**src/design/spd_pkg.sv**
```systemverilog
// Shared types and constants for the serial pattern demultiplexer.
package spd_pkg;

  localparam int unsigned WINDOW_BITS_DEF = 16;
  localparam int unsigned CFG_W           = 16;
  localparam int unsigned CFG_IDX_W       = 1;

  localparam logic [CFG_W-1:0] ZERO_PATTERN_RST   = 16'hF628;
  localparam logic [CFG_W-1:0] REPEAT_PATTERN_RST = 16'h28F6;

  localparam logic [CFG_IDX_W-1:0] REG_ZERO_PATTERN   = 1'b0;
  localparam logic [CFG_IDX_W-1:0] REG_REPEAT_PATTERN = 1'b1;

  typedef enum logic [1:0] {
    MD_FILL   = 2'd0,
    MD_ROUTE  = 2'd1,
    MD_CLEAR  = 2'd2,
    MD_REPLAY = 2'd3
  } spd_mode_e;

  typedef struct packed {
    logic      even_line;
    logic      odd_line;
    spd_mode_e mode;
  } spd_result_t;

endpackage

```
**src/design/spd_core.sv**
```systemverilog
// Window, mode and line-level state with the per-bit update logic.
module spd_core #(
  parameter int unsigned WINDOW_BITS = spd_pkg::WINDOW_BITS_DEF
) (
  input  logic                     clk_i,
  input  logic                     rst_ni,
  input  logic                     step_i,
  input  logic                     bit_i,
  input  logic [spd_pkg::CFG_W-1:0] zero_pattern_i,
  input  logic [spd_pkg::CFG_W-1:0] repeat_pattern_i,
  output spd_pkg::spd_result_t     result_o
);

  localparam int unsigned CntW = $clog2(WINDOW_BITS + 1);
  localparam int unsigned PosW = $clog2(WINDOW_BITS);

  logic [WINDOW_BITS-1:0] zero_cmp;
  logic [WINDOW_BITS-1:0] repeat_cmp;

  if (WINDOW_BITS <= spd_pkg::CFG_W) begin : g_cmp_trunc
    assign zero_cmp   = zero_pattern_i[WINDOW_BITS-1:0];
    assign repeat_cmp = repeat_pattern_i[WINDOW_BITS-1:0];
  end else begin : g_cmp_ext
    assign zero_cmp   = {{(WINDOW_BITS - spd_pkg::CFG_W){1'b0}}, zero_pattern_i};
    assign repeat_cmp = {{(WINDOW_BITS - spd_pkg::CFG_W){1'b0}}, repeat_pattern_i};
  end

  logic [WINDOW_BITS-1:0] window_q, window_d;
  logic [CntW-1:0]        count_q, count_d;
  logic                   ready_q, ready_d;
  spd_pkg::spd_mode_e     mode_q, mode_d;
  logic [WINDOW_BITS-1:0] replay_word_q, replay_word_d;
  logic [PosW-1:0]        replay_pos_q, replay_pos_d;
  logic [WINDOW_BITS-1:0] saved_window_q, saved_window_d;
  logic                   saved_valid_q, saved_valid_d;
  logic                   parity_q, parity_d;
  logic                   even_q, even_d;
  logic                   odd_q, odd_d;
  logic                   route_bit;

  always_comb begin
    window_d       = {window_q[WINDOW_BITS-2:0], bit_i};
    count_d        = count_q;
    ready_d        = ready_q;
    mode_d         = mode_q;
    replay_word_d  = replay_word_q;
    replay_pos_d   = replay_pos_q;
    saved_window_d = saved_window_q;
    saved_valid_d  = saved_valid_q;
    parity_d       = ~parity_q;
    even_d         = even_q;
    odd_d          = odd_q;
    route_bit      = bit_i;

    if (!ready_q) begin
      count_d = count_q + 1'b1;
      if (count_d == CntW'(WINDOW_BITS)) begin
        ready_d = 1'b1;
        mode_d  = spd_pkg::MD_ROUTE;
      end
    end

    if (ready_d) begin
      if (window_d == zero_cmp) begin
        mode_d = spd_pkg::MD_CLEAR;
      end else if (window_d == repeat_cmp) begin
        if (saved_valid_q && (mode_d != spd_pkg::MD_REPLAY)) begin
          mode_d        = spd_pkg::MD_REPLAY;
          replay_word_d = saved_window_q;
          replay_pos_d  = '0;
        end
      end else begin
        mode_d         = spd_pkg::MD_ROUTE;
        saved_window_d = window_d;
        saved_valid_d  = 1'b1;
      end

      case (mode_d)
        spd_pkg::MD_ROUTE: begin
          route_bit = bit_i;
          if (parity_q) odd_d = route_bit;
          else          even_d = route_bit;
        end
        spd_pkg::MD_CLEAR: begin
          even_d = 1'b0;
          odd_d  = 1'b0;
        end
        spd_pkg::MD_REPLAY: begin
          route_bit = replay_word_d[PosW'(WINDOW_BITS - 1) - replay_pos_d];
          if (parity_q) odd_d = route_bit;
          else          even_d = route_bit;
          if (replay_pos_d == PosW'(WINDOW_BITS - 1)) replay_pos_d = '0;
          else                                        replay_pos_d = replay_pos_d + 1'b1;
        end
        default: begin
          even_d = even_q;
          odd_d  = odd_q;
        end
      endcase
    end
  end

  always_ff @(posedge clk_i or negedge rst_ni) begin
    if (!rst_ni) begin
      window_q       <= '0;
      count_q        <= '0;
      ready_q        <= 1'b0;
      mode_q         <= spd_pkg::MD_FILL;
      replay_word_q  <= '0;
      replay_pos_q   <= '0;
      saved_window_q <= '0;
      saved_valid_q  <= 1'b0;
      parity_q       <= 1'b0;
      even_q         <= 1'b0;
      odd_q          <= 1'b0;
    end else if (step_i) begin
      window_q       <= window_d;
      count_q        <= count_d;
      ready_q        <= ready_d;
      mode_q         <= mode_d;
      replay_word_q  <= replay_word_d;
      replay_pos_q   <= replay_pos_d;
      saved_window_q <= saved_window_d;
      saved_valid_q  <= saved_valid_d;
      parity_q       <= parity_d;
      even_q         <= even_d;
      odd_q          <= odd_d;
    end
  end

  assign result_o.even_line = even_d;
  assign result_o.odd_line  = odd_d;
  assign result_o.mode      = mode_d;

endmodule

```
**src/design/serial_pattern_demux_unit.sv**
```systemverilog
// Top level: pattern registers, input register, result register and core.
//
//  Channel   Direction  Handshake                Payload
//  cfg       in         cfg_we_i                 cfg_idx_i, cfg_wdata_i
//  in        in         in_valid_i / in_ready_o  serial_bit_i
//  out       out        out_valid_o / out_ready_i even_line_o, odd_line_o, mode_code_o
//
// A transaction's result reaches the output in steps after acceptance: the bit
// waits in the input register, then the state update fills the result register.
// One transaction is accepted per cycle while the output is taken.
// A held result stalls the input register, then in_ready_o drops.
// Reset clears the window, mode, lines and both handshakes; patterns reload.
module serial_pattern_demux_unit #(
  parameter int unsigned WINDOW_BITS = spd_pkg::WINDOW_BITS_DEF
) (
  input  logic                          clk_i,
  input  logic                          rst_ni,
  input  logic                          cfg_we_i,
  input  logic [spd_pkg::CFG_IDX_W-1:0] cfg_idx_i,
  input  logic [spd_pkg::CFG_W-1:0]     cfg_wdata_i,
  input  logic                          in_valid_i,
  output logic                          in_ready_o,
  input  logic                          serial_bit_i,
  output logic                          out_valid_o,
  input  logic                          out_ready_i,
  output logic                          even_line_o,
  output logic                          odd_line_o,
  output logic [1:0]                    mode_code_o
);

  logic [spd_pkg::CFG_W-1:0] zero_pattern_q;
  logic [spd_pkg::CFG_W-1:0] repeat_pattern_q;
  logic                      in_valid_q;
  logic                      in_bit_q;
  logic                      out_valid_q;
  spd_pkg::spd_result_t      out_q;
  spd_pkg::spd_result_t      result;
  logic                      advance;

  always_ff @(posedge clk_i or negedge rst_ni) begin
    if (!rst_ni) begin
      zero_pattern_q   <= spd_pkg::ZERO_PATTERN_RST;
      repeat_pattern_q <= spd_pkg::REPEAT_PATTERN_RST;
    end else if (cfg_we_i) begin
      case (cfg_idx_i)
        spd_pkg::REG_ZERO_PATTERN:   zero_pattern_q   <= cfg_wdata_i;
        spd_pkg::REG_REPEAT_PATTERN: repeat_pattern_q <= cfg_wdata_i;
        default: begin
        end
      endcase
    end
  end

  assign advance    = in_valid_q && (!out_valid_q || out_ready_i);
  assign in_ready_o = !in_valid_q || advance;

  always_ff @(posedge clk_i or negedge rst_ni) begin
    if (!rst_ni) begin
      in_valid_q <= 1'b0;
    end else if (in_valid_i && in_ready_o) begin
      in_valid_q <= 1'b1;
    end else if (advance) begin
      in_valid_q <= 1'b0;
    end
  end

  always_ff @(posedge clk_i) begin
    if (in_valid_i && in_ready_o) begin
      in_bit_q <= serial_bit_i;
    end
  end

  spd_core #(
    .WINDOW_BITS(WINDOW_BITS)
  ) u_core (
    .clk_i           (clk_i),
    .rst_ni          (rst_ni),
    .step_i          (advance),
    .bit_i           (in_bit_q),
    .zero_pattern_i  (zero_pattern_q),
    .repeat_pattern_i(repeat_pattern_q),
    .result_o        (result)
  );

  always_ff @(posedge clk_i or negedge rst_ni) begin
    if (!rst_ni) begin
      out_valid_q <= 1'b0;
    end else if (advance) begin
      out_valid_q <= 1'b1;
    end else if (out_ready_i) begin
      out_valid_q <= 1'b0;
    end
  end

  always_ff @(posedge clk_i) begin
    if (advance) begin
      out_q <= result;
    end
  end

  assign out_valid_o = out_valid_q;
  assign even_line_o = out_q.even_line;
  assign odd_line_o  = out_q.odd_line;
  assign mode_code_o = out_q.mode;

endmodule

```
**config.mk**
```make
export PLATFORM = sky130hd
export DESIGN_NAME = serial_pattern_demux_unit
export DESIGN_NICKNAME = d
export VERILOG_FILES = /design/src/design/spd_pkg.sv /design/src/design/spd_core.sv /design/src/design/serial_pattern_demux_unit.sv
export SDC_FILE = /design/constraint.sdc
export NUM_CORES = 1
export LEC_CHECK = 0
export ABC_AREA = 0
export BUFFER_PORTS_ARGS = -buffer_cell sky130_fd_sc_hd__buf_2
export CAP_MARGIN = 25
export CORE_MARGIN = 2
export CORE_UTILIZATION = 54
export CTS_CLUSTER_DIAMETER = 40
export DETAILED_ROUTE_END_ITERATION = 10
export GPL_ROUTABILITY_DRIVEN = 0
export PLACE_DENSITY = 0.81
export SYNTH_ARGS = -nofsm -noshare
export SYNTH_HDL_FRONTEND = slang
export SYNTH_HIERARCHICAL = 1
export SYNTH_SLANG_ARGS = --single-unit
```
**constraint.sdc**
```tcl
create_clock -name clk_i -period 2.66 [get_ports clk_i]
set_input_delay 0.266 -clock clk_i [delete_from_list [all_inputs] [get_ports clk_i]]
set_output_delay 0.266 -clock clk_i [all_outputs]
set_load 0.1 [all_outputs]
```
# Yosys cells after proc, flatten, opt, wreduce, memory -nomap -nowiden
# Cells that the tools add are included.
# W data, S select, Z words.
# word_totals
output_inout_bits,6
ff_bits,102
in_bits,23
wordCells,83
# op_classes
n_addsub,3
magnitude_cmp,1
reduce_logical,14
mux,33
n_bitwise,5
n_eq_ne,8
# ops
op,count
$mux W16,4
$eq A16 B16 Y1,2
$mux W4,6
$mux W2,7
$mux W1,13
$reduce_and A2 Y1,4
$pmux W1 S3,2
$add A5 B1 Y5 const B,1
$eq A5 B5 Y1 const B,1
$lt A4 B5 Y1 const B,1
$not A1 Y1,5
$add A4 B1 Y4 const B,1
$bmux W1 S4,1
$eq A2 B2 Y1 const B,2
$eq A4 B4 Y1 const B,1
$reduce_and A4 Y1,1
$reduce_bool A2 Y1,2
$sub A4 B4 Y4 const A,1
$logic_and A1 B1 Y1,3
$eq A2 B1 Y1 const B,1
$logic_not A1 Y1,2
$logic_or A1 B1 Y1,2
$ne A2 B2 Y1 const B,1

# Longest topological paths before layout
# logic_depth
depth_word,16
ltp_mapped,10
depth_no_buf,10

# By module
# The synthesis kept the hierarchy.
# by_module_without_submodules
mod,cells_per_inst,instances,area_per_inst_um2,seq_area_each_um2
spd_core,259,1,3229.3,1576.5
serial_pattern_demux_unit,82,1,1506.4,1021.0

# Worst setup path after synthesis
# No wires, ideal clock.
# synth_path
path_kind,reg2reg
startpoint,"register out_valid_q, in the netlist out_valid_o"
endpoint,"register in_bit_q, enable pin"
t_required_ps,2410
arrival_ps,2420
setup_ps,250
path_stages_with_launch,3
slack_ps,-10
synth_period_minus_slack_ps,2670
path_cell_list,dfrtp_1 nand3b_1 and2_1
# synth_between
elab_chain_len,5
# synth_lines
item,line,source
from (decl),serial_pattern_demux_unit.sv:35,logic out_valid_q;
from (signal assigned),serial_pattern_demux_unit.sv:87,out_valid_q <= 1'b0;
from (signal assigned),serial_pattern_demux_unit.sv:89,out_valid_q <= 1'b1;
from (signal assigned),serial_pattern_demux_unit.sv:91,out_valid_q <= 1'b0;
$logic_not A1 Y1,serial_pattern_demux_unit.sv:54,assign advance = in_valid_q && (!out_valid_q || out_ready_i);
$logic_or A1 B1 Y1,serial_pattern_demux_unit.sv:54,
$logic_and A1 B1 Y1,serial_pattern_demux_unit.sv:54,
$logic_or A1 B1 Y1,serial_pattern_demux_unit.sv:55,assign in_ready_o = !in_valid_q || advance;
named net in_ready_o,serial_pattern_demux_unit.sv:22,"output logic in_ready_o,"
$logic_and A1 B1 Y1,serial_pattern_demux_unit.sv:68,if (in_valid_i && in_ready_o) begin
to (signal assigned),serial_pattern_demux_unit.sv:69,in_bit_q <= serial_bit_i;
to (decl),serial_pattern_demux_unit.sv:34,logic in_bit_q;
# The timed path passes the listed nets, and every way through them passes these cells.
# A chain may end at the register's enable or synchronous reset.

==> impl_metrics.py <==
metrics = {
    "placement": {
        "dp.cells": 483,
        "dp_hpwl_um": 6160,
        "numPortBuffers": 28,
        "pre_cts_slack_ns": 0.0727,
    },
    "synthesis": {
        "synth_seq_cells": 102,
        "seq_area_frac_synth": 0.548,
        "synth_top_area_share": 0.428,
        "synth_top_area_cell": "dfrtp_1",
        "synthArstFlopShare": 0.951,
        "synth_cell_types": 51,
        "syn_inst": 341,
        "syn_area_um2": 4740,
        "synth_edf_count": 5,
        "synth_common_cells": "81 x dfrtp_1, 58 x mux2_2, 19 x xnor2_1",
        "synthTopCellsByArea": "dfrtp_1 43%, mux2_2 14%, dfstp_2 8.9%, mux2_1 4.0%, xnor2_1 3.5%",
        "yosysWarnings": 6,
        "synth_ff_type": "dfrtp_1",
        "synth.most_common_cell": "dfrtp_1",
        "syn-num-nets": 366,
        "avgSynthCellArea_um2": 13.9,
    },
    "finish": {
        "fill_cells": 645,
        "drive_gt1_frac": 0.431,
        "diodes": 0,
        "syn2layout_area_growth_pct": 13.4,
        "fin_nets": 417,
        "stdcell_count": 505,
    },
    "sta": {
        "finalSetupViolCount": 0,
        "fmax_ghz": 0.389,
        "slew_viol_final": 0,
        "relSlewSlack": 0.672,
        "hold_viol_final": 0,
        "fin_tns_setup_ns": 0,
        "final.period_utilization": 0.965,
        "whs_ns": 0.0707,
        "tightest_slew_ns": 0.493,
        "layout_min_cycle_time_ns": 2.57,
        "finalWorstSetupSlack_ns": 0.0919,
        "skew_ns": 0.0118,
    },
    "power_and_ir_drop": {
        "p_per_area_nw_per_um2": 772,
        "ir_worst_vdd_mv": 0.527,
        "leakagePower_nw": 2.38,
    },
    "grt": {
        "grt_pass1_wl_um": 14300,
        "overflow": 0,
        "grt_max_degree": 85,
        "grt_usage": 0.189,
        "antenna_found_initial": 0,
        "grt_pass1_vias": 2878,
    },
    "critical_path": {
        "reg2regPathDepth": 8,
        "start_kind": "flip-flop",
        "rr_endpoint": "odd_line_o",
        "reg2reg_from": "in_bit_q",
        "slowest_stage": "edfxtp_1",
        "crit_buf_inv": 1,
        "cp.arrival_ns": 2.69,
        "cp_cell_sequence": "xnor2_2 -> nand4_1 -> nor4_4 -> nand4_2 -> buf_4 -> mux2_4 -> a211oi_2 -> o31ai_1",
        "reg2reg_slack_ns": 0.09,
        "path_delay_family": "simple AND/OR/NAND/NOR gates",
        "slowest_delay_ns": 0.50,
        "critPathMaxFanout": 4,
        "worstPathRequired_ns": 2.79,
        "critPathCaptureType": "flip-flop",
        "path_class": "reg2reg",
    },
    "run": {
        "drv_cap": 0,
    },
    "clock_network": {
        "numCtsBuffers": 9,
        "ctsLongestPathBuffers": 2,
        "clock_sinks": 102,
        "clk_pin_slew_ns": 0.10,
        "clkLatencyLatePin_ns": 0.37,
        "cts_tree": "yes",
        "cts_root_buffer": "clkbuf_8",
        "htree_num_levels": 3,
    },
    "route": {
        "post_drt_wl_per_cell_um": 17.3,
        "via_count": 2823,
        "drt_iter0_drc": 149,
        "wl_um": 8750,
        "first_pass_iters": 4,
        "drc": 0,
        "detail-route-antenna-nets": 0,
        "viasPerCell": 5.59,
    },
    "worst_hold_path": {
        "worstHoldPathType": "in2reg",
        "hold_start": "serial_bit_i",
        "hold_path_depth": 1,
        "min_to": "in_bit_q",
    },
    "status": {
        "outcome": "complete, no violations",
    },
    "floorplan": {
        "ioPinCount": 29,
        "core-area_um2": 8590,
        "dieArea_um2": 9540,
        "start_util": 0.551,
        "die_w_um": 97.7,
        "fp.dieH_um": 97.7,
        "rows": 34,
    },
}
[final cells by class]
cell class / instances / area (um2) / area share
Clock buffer: 10 / 128 / 0.0238
Clock inverter: 6 / 53.8 / 0.0100
Inverter: 5 / 18.8 / 0.00349
Multi-Input combinational cell: 222 / 2070 / 0.385
Sequential cell: 102 / 2600 / 0.484
Tap cell: 108 / 135 / 0.0252
Timing Repair Buffer: 52 / 370 / 0.0689
[metrics by stage]
stage	area, um2	util	total power, W
2_1_floorplan	4740	-	0.00290
3_3_place_gp	5080	0.592	0.00315
3_5_place_dp	5080	0.592	0.00320
4_1_cts	5270	0.613	0.00411
5_1_grt	5370	0.625	0.00436
6_report	5370	0.625	0.00414
[worst register-to-register path: cells and delay by family (launching register included)]
family	cells	cell delay, ns
and+or+nand+nor	3	0.75
DFF	1	0.50
AOI/OAI and AO/OA	2	0.35
muxes	1	0.31
xor gates and xnor gates	1	0.24
buffers and inverters	1	0.18
[repair_timing]
action / 4_1_cts / 5_1_grt
endpoints found under the hold margin: 0 / 21
resized for setup: 0 / 10
hold buffers: 0 / 1
setup buffers: 0 / 4
setup endpoints to repair: 0 / 3
[registers in the layout, summed over array words and instances (netlist names)]
| register | count |
|---|---|
| u_core/odd_q | 1 |
| u_core/replay_pos_q | 4 |
| u_core/even_q | 1 |
| odd_line_o | 1 |
| mode_code_o | 2 |
| repeat_pattern_q | 16 |
| even_line_o | 1 |
| u_core/ready_q | 1 |
| in_bit_q | 1 |
| u_core/mode_q | 2 |
| u_core/window_q | 15 |
| u_core/count_q | 5 |
| zero_pattern_q | 16 |
| u_core/saved_valid_q | 1 |
| u_core/replay_word_q | 16 |
| u_core/parity_q | 1 |
| in_valid_q | 1 |
| out_valid_o | 1 |
| u_core/saved_window_q | 16 |
[power by group]
part	switching, W	internal (W)	total (W)
Clock	0.000563	0.000358	0.000921
Sequential	0.000307	0.00192	0.00223
Combinational	0.000483	0.000512	0.000995
Total	0.00135	0.00279	0.00414
[metal layers]
layer,GRT usage,share of wire
met1,0.254,0.44
met2,0.301,0.50
met3,0.0388,0.035
met4,0.0791,0.028
met5,0,0
[how the worst max path moves through the flow]
| stage | depth (start not counted) | endpoint | startpoint |
|---|---|---|---|
| after floorplan | 2 | in_bit_q | out_valid_o |
| after global placement | 9 | u_core/replay_pos_q[2] | zero_pattern_q[9] |
| after detailed placement | 11 | u_core/replay_pos_q[3] | u_core/window_q[12] |
| after CTS | 11 | u_core/replay_pos_q[3] | u_core/window_q[12] |
| after global routing | 10 | u_core/replay_pos_q[3] | in_bit_q |
| final | 8 | odd_line_o | in_bit_q |
[kinds of logic after synthesis]
| family | share of synthesized area |
|---|---|
| flip-flops | 0.548 |
| XOR/XNOR | 0.0684 |
| buffers and inverters | 0.0230 |
| multiplexers | 0.236 |
| AND/OR/NAND/NOR | 0.0766 |
| AO/OA/AOI/OAI | 0.0417 |
| adder cells (fa/ha/maj) | 0.00528 |
[cell usage in the layout, fill, tap and decap left out, types with 2 or more instances in the layout]
cell type / synthesis / routed
inv_8: 0 / 2
clkbuf_8: 0 / 9
nor2_1: 5 / 5
edfxtp_1: 5 / 5
nand4_1: 8 / 8
mux2_4: 11 / 11
o31ai_1: 4 / 4
dfrtp_1: 81 / 79
o21ai_0: 9 / 8
clkinv_4: 0 / 2
xor2_1: 18 / 18
buf_12: 1 / 2
and2_1: 4 / 4
xnor2_1: 19 / 18
mux4_2: 4 / 4
mux2_2: 58 / 58
buf_2: 2 / 27
mux2i_1: 2 / 2
buf_4: 3 / 21
a21oi_1: 8 / 7
o21ai_1: 1 / 2
nor4_2: 0 / 4
and2_2: 2 / 2
dfrtp_2: 0 / 2
nor2b_1: 4 / 4
dfstp_2: 16 / 16
mux2_1: 17 / 17
ha_1: 2 / 2
nand2_1: 13 / 13
nand2b_1: 5 / 5
inv_1: 5 / 5
nand3_1: 3 / 3
Note: power is estimated with default switching activity, not from simulation.
